File: config.mk
export PLATFORM = sky130hd
export DESIGN_NAME = trcf_ram
export DESIGN_NICKNAME = d
export VERILOG_FILES = /design/src/hdl/trcf_ram.sv
export SDC_FILE = /design/constraint.sdc
export NUM_CORES = 1
export LEC_CHECK = 0
export ABC_AREA = 1
export BUFFER_PORTS_ARGS = -buffer_cell sky130_fd_sc_hd__buf_2
export CORE_MARGIN = 4
export CORE_UTILIZATION = 55
export DETAILED_ROUTE_END_ITERATION = 8
export GPL_TIMING_DRIVEN = 0
export PLACE_DENSITY = 0.75
export RECOVER_POWER = 25
export SYNTH_ARGS = -nofsm -noshare
export SYNTH_HDL_FRONTEND = slang
export SYNTH_SLANG_ARGS = --single-unit
File: constraint.sdc
create_clock -name clk -period 1.17 [get_ports clk]
set_input_delay 0.234 -clock clk [delete_from_list [all_inputs] [get_ports clk]]
set_output_delay 0.234 -clock clk [all_outputs]
set_load 0.005 [all_outputs]
File: src/hdl/trcf_ram.sv
`timescale 1ns / 1ps
`default_nettype none
// ----------------------------------------------------------------------------
// Generic RAM
// One write port and one read port with a registered, enabled read.
// ----------------------------------------------------------------------------
module trcf_ram #(
  parameter int WIDTH = 8,
  parameter int DEPTH = 16
) (
  input  wire logic                     clk,
  input  wire logic                     wr_en,
  input  wire logic [$clog2(DEPTH)-1:0] wr_addr,
  input  wire logic [WIDTH-1:0]         wr_data,
  input  wire logic                     rd_en,
  input  wire logic [$clog2(DEPTH)-1:0] rd_addr,
  output logic      [WIDTH-1:0]         rd_data
);

  logic [WIDTH-1:0] mem [DEPTH];

  // Write port.
  always_ff @(posedge clk) begin
    if (wr_en) begin
      mem[wr_addr] <= wr_data;
    end
  end

  // Read port; the data holds until the next enabled read.
  always_ff @(posedge clk) begin
    if (rd_en) begin
      rd_data <= mem[rd_addr];
    end
  end

endmodule
`default_nettype wire

# [Yosys cells after proc, flatten, opt, wreduce, memory -nomap -nowiden]
# Memories as Yosys holds them, arrays and structs flattened. A register that Yosys moved wholly into a read port is not among the register bits.
# Index checks and enable logic that the tools add are counted.
[totals] latchBits=0 reg_bits=0 out_inout_bits=8 ramBits=128 memories=1 rom_bits=0
[memory_table] name="mem" words=16 width=8 rd=1 rd_ports_with_merged_regs=1 wr=1 line_no="20" rtl="logic [WIDTH-1:0] mem [DEPTH];"
[classes] n_eq_ne=0 muxes=2 div_mod_pow=0 multipliers=0 n_reduce_logical=0 addsub=0 shifts=0 order_cmp=0 bitwise=0
[op_table] cell="2-to-1 mux 1 bit" n=2

# [Logic depth before layout (Yosys ltp)]
[depth] depth_word=2 mapped_depth=8 ltp_nobuf=7

# [Worst setup path after synthesis]
# OpenSTA, ideal clock, no wires.
[synth_path] kind="input to register" start="in wr_addr[3]" end="mem mem[4][0], enable pin" arrival_time_ns=0.815 n_path_buf=0 setup_slack_ns=-0.015 cell_stages=2 path_cell_list="nand3b_1 > nor2_1"
[synth_rtl] item="from (decl)" line_no="13" rtl="input wire logic [$clog2(DEPTH)-1:0] wr_addr,"
[synth_rtl] item="to (decl)" line_no="20"
# No word-level cell before the write port.

# [Final worst setup path]
[layout_path] start="reg rd_data[1], read port of mem" end="out rd_data[1]"
[layout_rtl] item="from (decl)" line_no="17" rtl="output logic [WIDTH-1:0] rd_data"
# No word-level cell between the ends.

==> key figures <==
Floorplan
  • Row cnt: 37
  • Core ar.: 0.0103 sq mm
  • X dimension of the die: 111 um
  • Die area: 0.0123 sq mm
  • Starting density of the core: between 50% and 60%
  • Vertical die dimension: 111 um
  • Number of ports placed on the die boundary: 27

Yosys
  • Sequential cell area fraction in the yosys report: 69.8%
  • Avg Cell Area, Syn: 10.6 sq um
  • Combined area of all synthesized cells: between 0.005 and 0.006 sq mm
  • Top cell type's share of synthesized area: 69.8%
  • Cell type contributing the most total cell area after synthesis: edfxtp_1
  • Synth Warn #: 0
  • Dominant cells by area after synthesis: edfxtp_1 70%, nand2_1 11%, nand3_1 8.3%, inv_1 6.4%, buf_6 1.2%
  • Cell variety after synth: 11
  • Synthesis-stage register bit count: 136
  • Gate Count Post-Synth: 551
  • Syn nets: 570

Clocking
  • Clock input transition at the sequential cells of the worst setup and hold paths: 0.06 ns
  • Count of buffers added by post-CTS timing repair for setup: 0
  • Root Buffer: clkbuf_8
  • Clock buffer count from CTS: 17
  • Clk buf depth: 2
  • CTS tree: built
  • Total clock sinks: 136
  • CTS HTree Levels: 4
  • Clock latency on the worst-skew pair: 0.52 ns
  • Total of hold buffers inserted after clock tree synthesis: 0

Layout
  • Layout cell share with drive strength beyond 1: 16.0%
  • Fin area: 0.00681 sq mm
  • Number of fillers in the final layout: 770
  • Ant. Diodes: 0
  • Final core area utilization: between 60% and 70%
  • Commonest non-fill, non-tap cell in the layout: nand2_1
  • Top library cells by usage in the layout, fill and taps aside: 169 x nand2_1, 136 x edfxtp_1, 100 x inv_1
  • Nets: 612
  • Growth of design area from synthesis to finish: 16.4%

Route
  • DRC marker count from the first detailed-route iteration: 483
  • Number of vias per cell: between 5 and 6
  • Remaining antenna violation count: 0
  • Overall routed net length: 13600 um
  • Vias: 3992
  • Average routed wire per standard cell: 18.4 um
  • First-pass DRT Iterations: 5
  • Post-route DRC: 0

Global route
  • Initial antenna violation count: 0
  • Wire length of the first global-routing pass: 20700 um
  • Total congestion overflow after global routing: 0
  • Global-route usage over all layers: between 20% and 30%
  • Vias in the first global route: 3646
  • Maximum number of pins on one net before global-route repair: 17

Place
  • Quantity of I/O buffers inserted on ports: 23
  • DPL Wire Length: 8710 um
  • Placement Cell Area: 0.00613 sq mm
  • RD Place Congestion: between 0.8 and 0.9

STA
  • Final period utilization: 107%
  • Max Freq: 0.797 GHz
  • RSZ-0062 raised after global routing: yes
  • Total count of max-transition violations in the final report: 0
  • Slew headroom: between 30% and 40%
  • Endpoints failing hold: 0
  • Setup total negative slack: -0.555 ns
  • Largest clock skew in the final design: 0.00532 ns
  • Worst path setup slack after routing: -0.0849 ns
  • Number of setup violations in the final report: 8
  • Actual transition at the worst max-transition pin: 0.898 ns
  • Min cycle time layout: between 1 and 1.5 ns

Power and ir drop
  • Switching part of the total: a little over a fifth
  • Int Power: 8.91 mW
  • Leakage power summed over all cells: just under 3 nW
  • Share of power burned in registers: 48.5%
  • Part of the total power dissipated in combinational logic: 6.4%
  • Clock share of power: 45.1%
  • Total net switching power: 2.47 mW
  • Power per cell area: between 1500 and 2000 mW/mm^2
  • Peak supply drop: 991 uV

Setup path
  • Number of cells on the worst reg-to-reg path: 6
  • Last element of the critical path: rd_data[1]
  • Largest stage delay on the critical path: 0.36 ns
  • Category of the most critical setup path: flip-flop to output port
  • Worst R2R Setup Slack: 0.03 ns
  • Family of cells with the greatest summed delay on the critical path: flip-flops
  • Startpoint type of the worst setup path: flip-flop
  • Count of buffering cells on the critical path with inverters included: 1
  • Total stage count of the critical path: 1
  • Capture instance of the worst register-to-register path: rd_data[3]$_DFFE_PP_
  • Sequence of cells on the critical path: buf_2
  • CP max stage cell: edfxtp_1
  • Endpoint kind of the worst setup timing path: output port
  • Biggest fanout along the worst timing path: 1
  • Data required, critical path: 0.94 ns
  • RR Startpoint: mem[1][3]$_DFFE_PP_
  • Launch point of the worst path: rd_data[1]$_DFFE_PP_
  • Crit path arrival time: 1.02 ns

Outcome
  • Violations in the final reports: setup timing
  • Outcome: finished, violations left

Hold path
  • Source of the worst hold timing path: rd_en
  • Type of the worst min-delay path: input pin to flip-flop
  • Number of cells traversed by the worst hold path: 1

Job
  • Max-capacitance violation count: 0
state kept, by name, indices dropped and copies added, names as in the netlist:
register,cells
rd_data,8
mem,128
per-stage QoR:
stage	hold slack [ns]	setup slack (ns)	cells	power (mW)
2_1_floorplan	0.333	-0.0148	551	6.00
3_3_place_gp	0.562	-0.557	710	6.28
3_5_place_dp	0.585	-0.591	710	6.30
4_1_cts	0.0349	-0.114	742	11.4
5_1_grt	0.124	-0.139	742	11.8
6_report	0.128	-0.0849	742	11.4
kinds of logic (layout without fill, tap and decap cells):
| group | count (synthesis) | count (layout) | synth area share, % |
|---|---|---|---|
| flip-flops | 136 | 136 | 69.8 |
| AND/OR/NAND/NOR | 289 | 289 | 20.8 |
| buffers and inverters | 126 | 181 | 9.39 |
power groups by stage:
stage	logic [mW]	registers (mW)	clock network [mW]
floorplan	0.385	5.62	0
global placement	0.665	5.61	0
detailed placement	0.682	5.62	0
CTS	0.693	5.52	5.16
global route	0.796	5.52	5.44
finish	0.733	5.52	5.13
cell type report:
cell class	count	area [sq um]	share of cell area (%)
clock inverters	15	160	2.35
flip-flops and latches	136	4080	60.0
multi-input cells	289	1320	19.4
well taps	136	170	2.50
inverters	102	383	5.63
clock buffers	17	414	6.09
repair buffers	23	109	1.60
plain buffers	24	166	2.45
metal layers:
layer / vias to the layer above / part of all wire [%] / track usage [%]
met5: - / 0 / 0
met4: 0 / 1.8 / 7.30
met3: 24 / 12 / 5.19
met2: 252 / 48 / 35.4
met1: 1847 / 39 / 31.3
li1: 1869 / - / -
cells in the mapped netlist (all sizes together):
master / n
buf: 24
nand2: 173
inv: 102
edfxtp: 136
nand3: 97
nand3b: 2
nor2: 17
how the worst min path moves through the flow:
stage	slack, ns	endpoint
floorplan	0.33	mem[0][0]$_DFFE_PP_
global placement	0.56	rd_data[1]$_DFFE_PP_
detailed placement	0.59	rd_data[7]$_DFFE_PP_
CTS	0.03	rd_data[0]$_DFFE_PP_
global route	0.12	rd_data[4]$_DFFE_PP_
finish	0.13	rd_data[0]$_DFFE_PP_
repair_timing:
action,CTS,global route
resized for setup,3,22
setup endpoints to repair,17,32
pin swaps,0,2
Note: power is estimated with default switching activity, not from simulation.
