## src/hdl/trcf_pkg.sv

```systemverilog
`timescale 1ns / 1ps
`default_nettype none
// ----------------------------------------------------------------------------
// Report capture FIFO package
// Shared sizes, operation codes and the request and status structs that pass between
// the control unit and the top level.
// ----------------------------------------------------------------------------
package trcf_pkg;

  // Queue geometry.
  localparam int DEPTH        = 64;
  localparam int ADDR_W       = $clog2(DEPTH);
  localparam int COUNT_W      = $clog2(DEPTH + 1);
  localparam int REPORT_BYTES = 8;
  localparam int STAMP_W      = 64;
  localparam int REPORT_W     = 64;
  localparam int ENTRY_W      = STAMP_W + REPORT_W;
  localparam int TOTAL_W      = 32;

  // Only the bytes of a real report are kept.
  localparam logic [REPORT_W-1:0] REPORT_MASK =
    {REPORT_W{1'b1}} >> (REPORT_W - 8 * REPORT_BYTES);
  localparam logic [7:0] GOOD_LENGTH = 8'(REPORT_BYTES);

  // Operation codes carried by an item.
  typedef enum logic [1:0] {
    OP_PUSH  = 2'd0,
    OP_POP   = 2'd1,
    OP_CLEAR = 2'd2
  } op_t;

  // Memory access requested for the item being accepted.
  typedef struct packed {
    logic              wr_en;
    logic [ADDR_W-1:0] wr_addr;
    logic              rd_en;
    logic [ADDR_W-1:0] rd_addr;
  } mem_req_t;

  // Status of an item after its operation has been applied.
  typedef struct packed {
    logic               success;
    logic               pop_ok;
    logic [COUNT_W-1:0] fill;
    logic [TOTAL_W-1:0] invalid_total;
    logic [TOTAL_W-1:0] dropped_total;
    logic [TOTAL_W-1:0] accepted_total;
  } status_t;

endpackage
`default_nettype wire

```

## src/hdl/trcf_ctrl.sv

```systemverilog
`timescale 1ns / 1ps
`default_nettype none
// ----------------------------------------------------------------------------
// Report capture FIFO control
// Keeps the ring pointers, the fill count and the three event counters,
// and works out the memory access and status for each item.
// ----------------------------------------------------------------------------
module trcf_ctrl
  import trcf_pkg::*;
(
  input  wire logic       clk,
  input  wire logic       rst,
  input  wire logic       accept,
  input  wire logic [1:0] operation,
  input  wire logic [7:0] report_length,
  output mem_req_t        mem_req,
  output status_t         status
);

  logic [ADDR_W-1:0]  head;
  logic [ADDR_W-1:0]  tail;
  logic [COUNT_W-1:0] count;
  logic [TOTAL_W-1:0] invalid_cnt;
  logic [TOTAL_W-1:0] dropped_cnt;
  logic [TOTAL_W-1:0] accepted_cnt;

  logic [ADDR_W-1:0]  head_next;
  logic [ADDR_W-1:0]  tail_next;
  logic [COUNT_W-1:0] count_next;
  logic [TOTAL_W-1:0] invalid_cnt_next;
  logic [TOTAL_W-1:0] dropped_cnt_next;
  logic [TOTAL_W-1:0] accepted_cnt_next;
  logic               success;
  logic               pop_ok;
  logic               push_ok;

  // Apply one operation to the queue state.
  always_comb begin
    head_next         = head;
    tail_next         = tail;
    count_next        = count;
    invalid_cnt_next  = invalid_cnt;
    dropped_cnt_next  = dropped_cnt;
    accepted_cnt_next = accepted_cnt;
    success           = 1'b0;
    pop_ok            = 1'b0;
    push_ok           = 1'b0;
    unique case (operation)
      OP_PUSH: begin
        if (report_length != GOOD_LENGTH) begin
          invalid_cnt_next = invalid_cnt + TOTAL_W'(1);
        end else if (count == COUNT_W'(DEPTH)) begin
          dropped_cnt_next = dropped_cnt + TOTAL_W'(1);
        end else begin
          push_ok           = 1'b1;
          tail_next         = (tail == ADDR_W'(DEPTH - 1)) ? '0 : tail + ADDR_W'(1);
          count_next        = count + COUNT_W'(1);
          accepted_cnt_next = accepted_cnt + TOTAL_W'(1);
          success           = 1'b1;
        end
      end
      OP_POP: begin
        if (count != '0) begin
          pop_ok     = 1'b1;
          head_next  = (head == ADDR_W'(DEPTH - 1)) ? '0 : head + ADDR_W'(1);
          count_next = count - COUNT_W'(1);
          success    = 1'b1;
        end
      end
      OP_CLEAR: begin
        head_next  = '0;
        tail_next  = '0;
        count_next = '0;
        success    = 1'b1;
      end
      default: begin
        // The unused code leaves the state alone and reports failure.
      end
    endcase
  end

  // Memory access and status for the item.
  always_comb begin
    mem_req.wr_en         = accept && push_ok;
    mem_req.wr_addr       = tail;
    mem_req.rd_en         = accept && pop_ok;
    mem_req.rd_addr       = head;
    status.success        = success;
    status.pop_ok         = pop_ok;
    status.fill           = count_next;
    status.invalid_total  = invalid_cnt_next;
    status.dropped_total  = dropped_cnt_next;
    status.accepted_total = accepted_cnt_next;
  end

  // State registers update only when an item is taken.
  always_ff @(posedge clk) begin
    if (rst) begin
      head         <= '0;
      tail         <= '0;
      count        <= '0;
      invalid_cnt  <= '0;
      dropped_cnt  <= '0;
      accepted_cnt <= '0;
    end else if (accept) begin
      head         <= head_next;
      tail         <= tail_next;
      count        <= count_next;
      invalid_cnt  <= invalid_cnt_next;
      dropped_cnt  <= dropped_cnt_next;
      accepted_cnt <= accepted_cnt_next;
    end
  end

endmodule
`default_nettype wire

```

## config.mk

```make
export PLATFORM = sky130hd
export DESIGN_NAME = trcf_ctrl
export DESIGN_NICKNAME = d
export VERILOG_FILES = /design/src/hdl/trcf_pkg.sv /design/src/hdl/trcf_ctrl.sv
export SDC_FILE = /design/constraint.sdc
export NUM_CORES = 1
export LEC_CHECK = 0
export CAP_MARGIN = 10
export CELL_PAD_IN_SITES_DETAIL_PLACEMENT = 1
export CELL_PAD_IN_SITES_GLOBAL_PLACEMENT = 1
export CORE_AREA = 2 2 99 173
export CTS_CLUSTER_SIZE = 24
export DETAILED_ROUTE_END_ITERATION = 12
export DIE_AREA = 0 0 101 175
export DONT_BUFFER_PORTS = 1
export PLACE_DENSITY_LB_ADDON = 0.08
export RECOVER_POWER = 50
export SYNTH_ARGS = -nofsm -noshare
export SYNTH_HDL_FRONTEND = slang
export SYNTH_SLANG_ARGS = --single-unit
```

## constraint.sdc

```tcl
create_clock -name clk -period 2.3 [get_ports clk]
set_input_delay 0 -clock clk [delete_from_list [all_inputs] [get_ports clk]]
set_output_delay 0 -clock clk [all_outputs]
set_load 0.05 [all_outputs]
```

==> impl_metrics.py, run 1 <==
metrics = {
    "yosys": {
        "synth_cell_types": 71,
        "synthSimpleGateAreaFrac_pct": 34.1,
        "syn_area_sq_um": 7570,
        "synthAdderAreaFrac_pct": 1.16,
        "ys_seq_area_share_pct": 30.4,
        "synth_nets": 1012,
        "synthMuxAreaShare_pct": 0.728,
        "avgSynthCellArea_sq_um": 7.63,
        "synth_cells": 992,
        "synth_top_family_by_area": "simple AND/OR/NAND/NOR gates",
        "synth_compound_area_share_pct": 13.4,
        "async_flop_share_pct": 0,
        "yosys_warnings": 0,
        "ys_ff_latch": 115,
        "synth_edf_count": 0,
        "synthFlopType": "dfxtp_1",
        "synth-xor-area-share_pct": 15.3,
    },
    "die": {
        "fp.dieH_um": 175,
        "ios": 132,
        "row_count": 62,
        "dieWidth_um": 101,
        "initial_core_util_pct": 46.4,
    },
    "clock_network": {
        "cts.path.max_buffers": 2,
        "cts_resized": 229,
        "clock_sinks": 115,
        "cts_root_buf": "clkbuf_16",
        "ctsHoldBuffers": 5,
        "cts_buffers": 17,
        "htree_levels": 4,
        "cts_setup_buffers": 49,
    },
    "status": {
        "haltStage": "4_1_cts",
        "status": "stopped before the end",
        "error_line": "[ERROR DPL-0033] detailed placement checks failed during check placement.",
    },
    "placement": {
        "dp_hpwl_um": 21000,
        "place.gp.congestion": 0.893,
        "port_buffers": 0,
        "dpl_worst_slack_ps": -151,
        "dp.cells": 1308,
    },
}
kinds of logic after synthesis:
family | count (synthesis)
simple gates | 478
compound gates | 173
xor+xnor | 132
flops | 115
buf+inv | 82
fa+ha+maj | 7
mux | 5
cells in the mapped netlist, types with 19 or more instances:
cell,count,area (sq um)
dfxtp_1,115,2300
nor2_1,101,379
nand2_1,88,330
xor2_1,72,631
a21oi_1,69,345
nand3_1,61,305
xnor2_1,60,526
o21ai_0,52,260
nand4_1,44,275
or3_1,43,269
clkbuf_1,32,120
nor3_1,28,140
and3_1,22,138
or4_1,19,143
metrics by stage:
stage | utilization, % | hold slack (ps) | TNS, ps | cell area [sq um]
3_5_place_dp | 61.4 | 80.2 | -1190 | 10000
2_1_floorplan | - | 266 | -213 | 7970
3_3_place_gp | 61.4 | 79.5 | -20.2 | 10000
==> inputs of run 2 (changes only) <==
==> config.mk (replaced) <==
export PLATFORM = sky130hd
export DESIGN_NAME = trcf_ctrl
export DESIGN_NICKNAME = d
export VERILOG_FILES = /design/src/hdl/trcf_pkg.sv /design/src/hdl/trcf_ctrl.sv
export SDC_FILE = /design/constraint.sdc
export NUM_CORES = 1
export LEC_CHECK = 0
export CAP_MARGIN = 10
export CORE_AREA = 2 2 151 153
export DETAILED_ROUTE_END_ITERATION = 12
export DIE_AREA = 0 0 153 155
export DONT_BUFFER_PORTS = 1
export PLACE_DENSITY_LB_ADDON = 0.15
export RECOVER_POWER = 50
export SYNTH_ARGS = -nofsm -noshare
export SYNTH_HDL_FRONTEND = slang
export SYNTH_SLANG_ARGS = --single-unit
==> run 2 against run 1 <==
Net effect:
- the flow now finishes, with violations (hold timing, setup timing)
- area after synthesis unchanged
- synthesized cell count unchanged
==> impl_metrics.py, run 2 <==
metrics = {
    "layout": {
        "antenna_cells": 0,
        "reg_top3": "accepted_cnt (32), dropped_cnt (32), invalid_cnt (32)",
        "utilization_pct": 58.8,
        "final_common_cell": "buf_4",
        "fin_cells": 1545,
        "final_cell_mix": "buf_4 (166), dfxtp_1 (92), nor2_1 (68)",
        "final_nets": 1267,
        "drive_gt1_share_pct": 44.4,
        "syn_to_final_growth_pct": 72.7,
    },
    "power_and_ir_drop": {
        "p_int_uw": 3960,
        "peakVddDrop_v": 0.000518,
        "switchingPower_uw": 1320,
        "power_frac_seq_pct": 37.8,
        "swShare_pct": 24.9,
        "p_per_area_nw_per_um2": 404,
        "leakage_uw": 0.00514,
        "clockPowerShare_pct": 54.2,
        "combPwrFrac_pct": 8.0,
    },
    "setup_path": {
        "slowest_delay_ps": 480,
        "path_class": "reg2out",
        "crit_path_cell_trace": "inv_2 > ha_4 > or4b_4 > buf_6 > nor2_4 > buf_12 > buf_6 > nand2_8 > nor3_4 > xor2_2 > buf_12",
        "cp.required_ps": 2300,
        "end_kind": "primary output",
        "path_max_fanout": 6,
        "path_buf_inv": 5,
        "start_kind": "flip-flop",
        "critical-path-slowest-cell": "or4b_4",
        "critPathLaunch": "count[0]",
        "r2r_start": "count[0]",
        "cp.arrival_ps": 2600,
        "crit_family": "simple AND/OR/NAND/NOR gates",
    },
    "sta": {
        "rsz0062_at_grt": "true",
        "setup_violations": 92,
        "skew_ps": 9.70,
        "fmax_mhz": 385,
        "drv_slew": 0,
        "finalCritPeriodShare_pct": 113,
        "tightest_slew_ps": 750,
        "slew_headroom_pct": 50.0,
        "setup_slack_ps": -297,
        "hold_ws_ps": -32.8,
        "hold_viol": 9,
        "min_period_ps": 2600,
        "setup_tns_ps": -13750,
    },
    "detailed_routing": {
        "drt-total-wl_um": 26300,
        "drtAntennaViolNets": 0,
        "vias_per_cell": 5.41,
        "vias": 8362,
        "drtIter0Drc": 562,
        "drt-pass1-iter-count": 6,
        "drc": 0,
        "wire_per_inst_um": 17.0,
    },
    "die": {
        "dieArea_sq_um": 23700,
        "ios": 132,
        "coreArea_sq_um": 22200,
        "initial_core_util_pct": 34.0,
        "fp.dieH_um": 155,
        "row_count": 55,
        "dieWidth_um": 153,
    },
    "clock_network": {
        "cts_root_buf": "clkbuf_16",
        "htree_levels": 4,
        "clkTransAtPathRegs_ps": 60,
        "clock_sinks": 115,
        "clkLatencyLatePin_ps": 430,
        "cts_buffers": 17,
        "cts.path.max_buffers": 2,
        "cts_tree": "yes",
    },
    "yosys": {
        "syn_area_sq_um": 7570,
        "synth_nets": 1012,
        "synth_cell_types": 71,
        "synth_cells": 992,
        "async_flop_share_pct": 0,
        "netlist.area_leader.share_pct": 30.4,
        "synth.top_cells.by_area": "dfxtp_1 (30%), xor2_1 (8.3%), xnor2_1 (6.9%)",
        "ys_ff_latch": 115,
        "yosys_warnings": 0,
        "synth_edf_count": 0,
        "yosys.area.top_type": "dfxtp_1",
        "synth_most_common_cell": "dfxtp_1",
        "ys_seq_area_share_pct": 30.4,
        "synthFlopType": "dfxtp_1",
        "avgSynthCellArea_sq_um": 7.63,
        "netlist_top_cells_count": "dfxtp_1 (115), nor2_1 (101), nand2_1 (88)",
    },
    "hold_path": {
        "min_from": "rst",
        "worstHoldPathType": "in2reg",
    },
    "placement": {
        "dp_hpwl_um": 16000,
        "port_buffers": 0,
        "dp.cells": 1420,
        "place.gp.congestion": 0.813,
    },
    "grt": {
        "grt_pass1_wl_um": 40400,
        "antenna_found_initial": 0,
        "grt_usage_pct": 20.7,
        "grt_pass1_vias": 7859,
        "grt_max_degree": 118,
        "gr-total-overflow": 0,
    },
    "flow_run": {
        "maxCapViolCount": 0,
    },
    "status": {
        "violations": "hold timing, setup timing",
        "status": "complete, but fails checks",
    },
}
## run 2: power groups by stage
stage	logic (uW)	clock network [uW]	registers, uW
final	421	2860	2000
after global routing	447	2980	2000
after CTS	377	2900	2000
after detailed placement	239	0	2050
after global placement	238	0	2050
after floorplan	191	0	2060
## run 2: routing by layer
layer	share of wire (%)	up-vias	global-route usage [%]	wire [um]
met5	0	-	0	0
met4	1.9	0	6.83	501
met3	5.2	48	3.93	1360
met2	49	242	33.9	12800
met1	44	4028	27.7	11700
li1	-	4044	-	-
## run 2: area by class of cell
type	count	area [sq um]
clock inverter	14	188
tap	285	357
timing repair buffer	299	3220
fill	1884	9160
sequential	115	2350
multi-input combinational	796	6450
inverter	18	72.6
clock buffer	18	429
## run 2: worst reg2reg max path, stage by stage (launching register included)
cell	delay, ps
dfxtp_2	320
inv_2	70
ha_4	130
or4b_4	480
buf_4	160
buf_4	140
nor3_4	140
o21ai_2	80
a22oi_2	210
buf_4	130
buf_4	100
buf_4	90
buf_4	90
buf_4	100
buf_4	100
a31oi_1	80
## run 2: timing repair
action                                  4_1_cts  5_1_grt
setup buffers                                40       50
hold endpoints to repair                    115        0
hold buffers                                  6        0
endpoints found under the setup margin       97      127
resized for setup                           169      160
cloned                                        0        5
pin swaps                                    62       87
## run 2: kinds of logic after synthesis
kind of cell,synth area share (%)
muxes,0.728
AOI/OAI and AO/OA,13.4
buffers and inverters,4.93
and+or+nand+nor,34.1
xor gates and xnor gates,15.3
adders and majority gates,1.16
DFF,30.4
## run 2: worst paths after layout
kind | slack [ps] | cells past startpoint | endpoint
max | -300 | 11 | status[40]
min | -30 | 2 | invalid_cnt[12]
max reg2reg | -250 | 15 | count[5]
min reg2reg | 480 | 2 | invalid_cnt[31]
## run 2: metrics by stage
stage | hold WS, ps | setup WS [ps] | total power (uW) | cell area (sq um)
after floorplan | 266 | -92.2 | 2250 | 7970
final | -32.8 | -297 | 5280 | 13100
after global routing | 9.85 | -393 | 5420 | 13100
after CTS | 2.44 | -270 | 5280 | 12100
after global placement | 83.4 | -192 | 2290 | 10300
after detailed placement | 81.1 | -221 | 2290 | 10300
No activity file was read; power rests on OpenSTA's default activity.
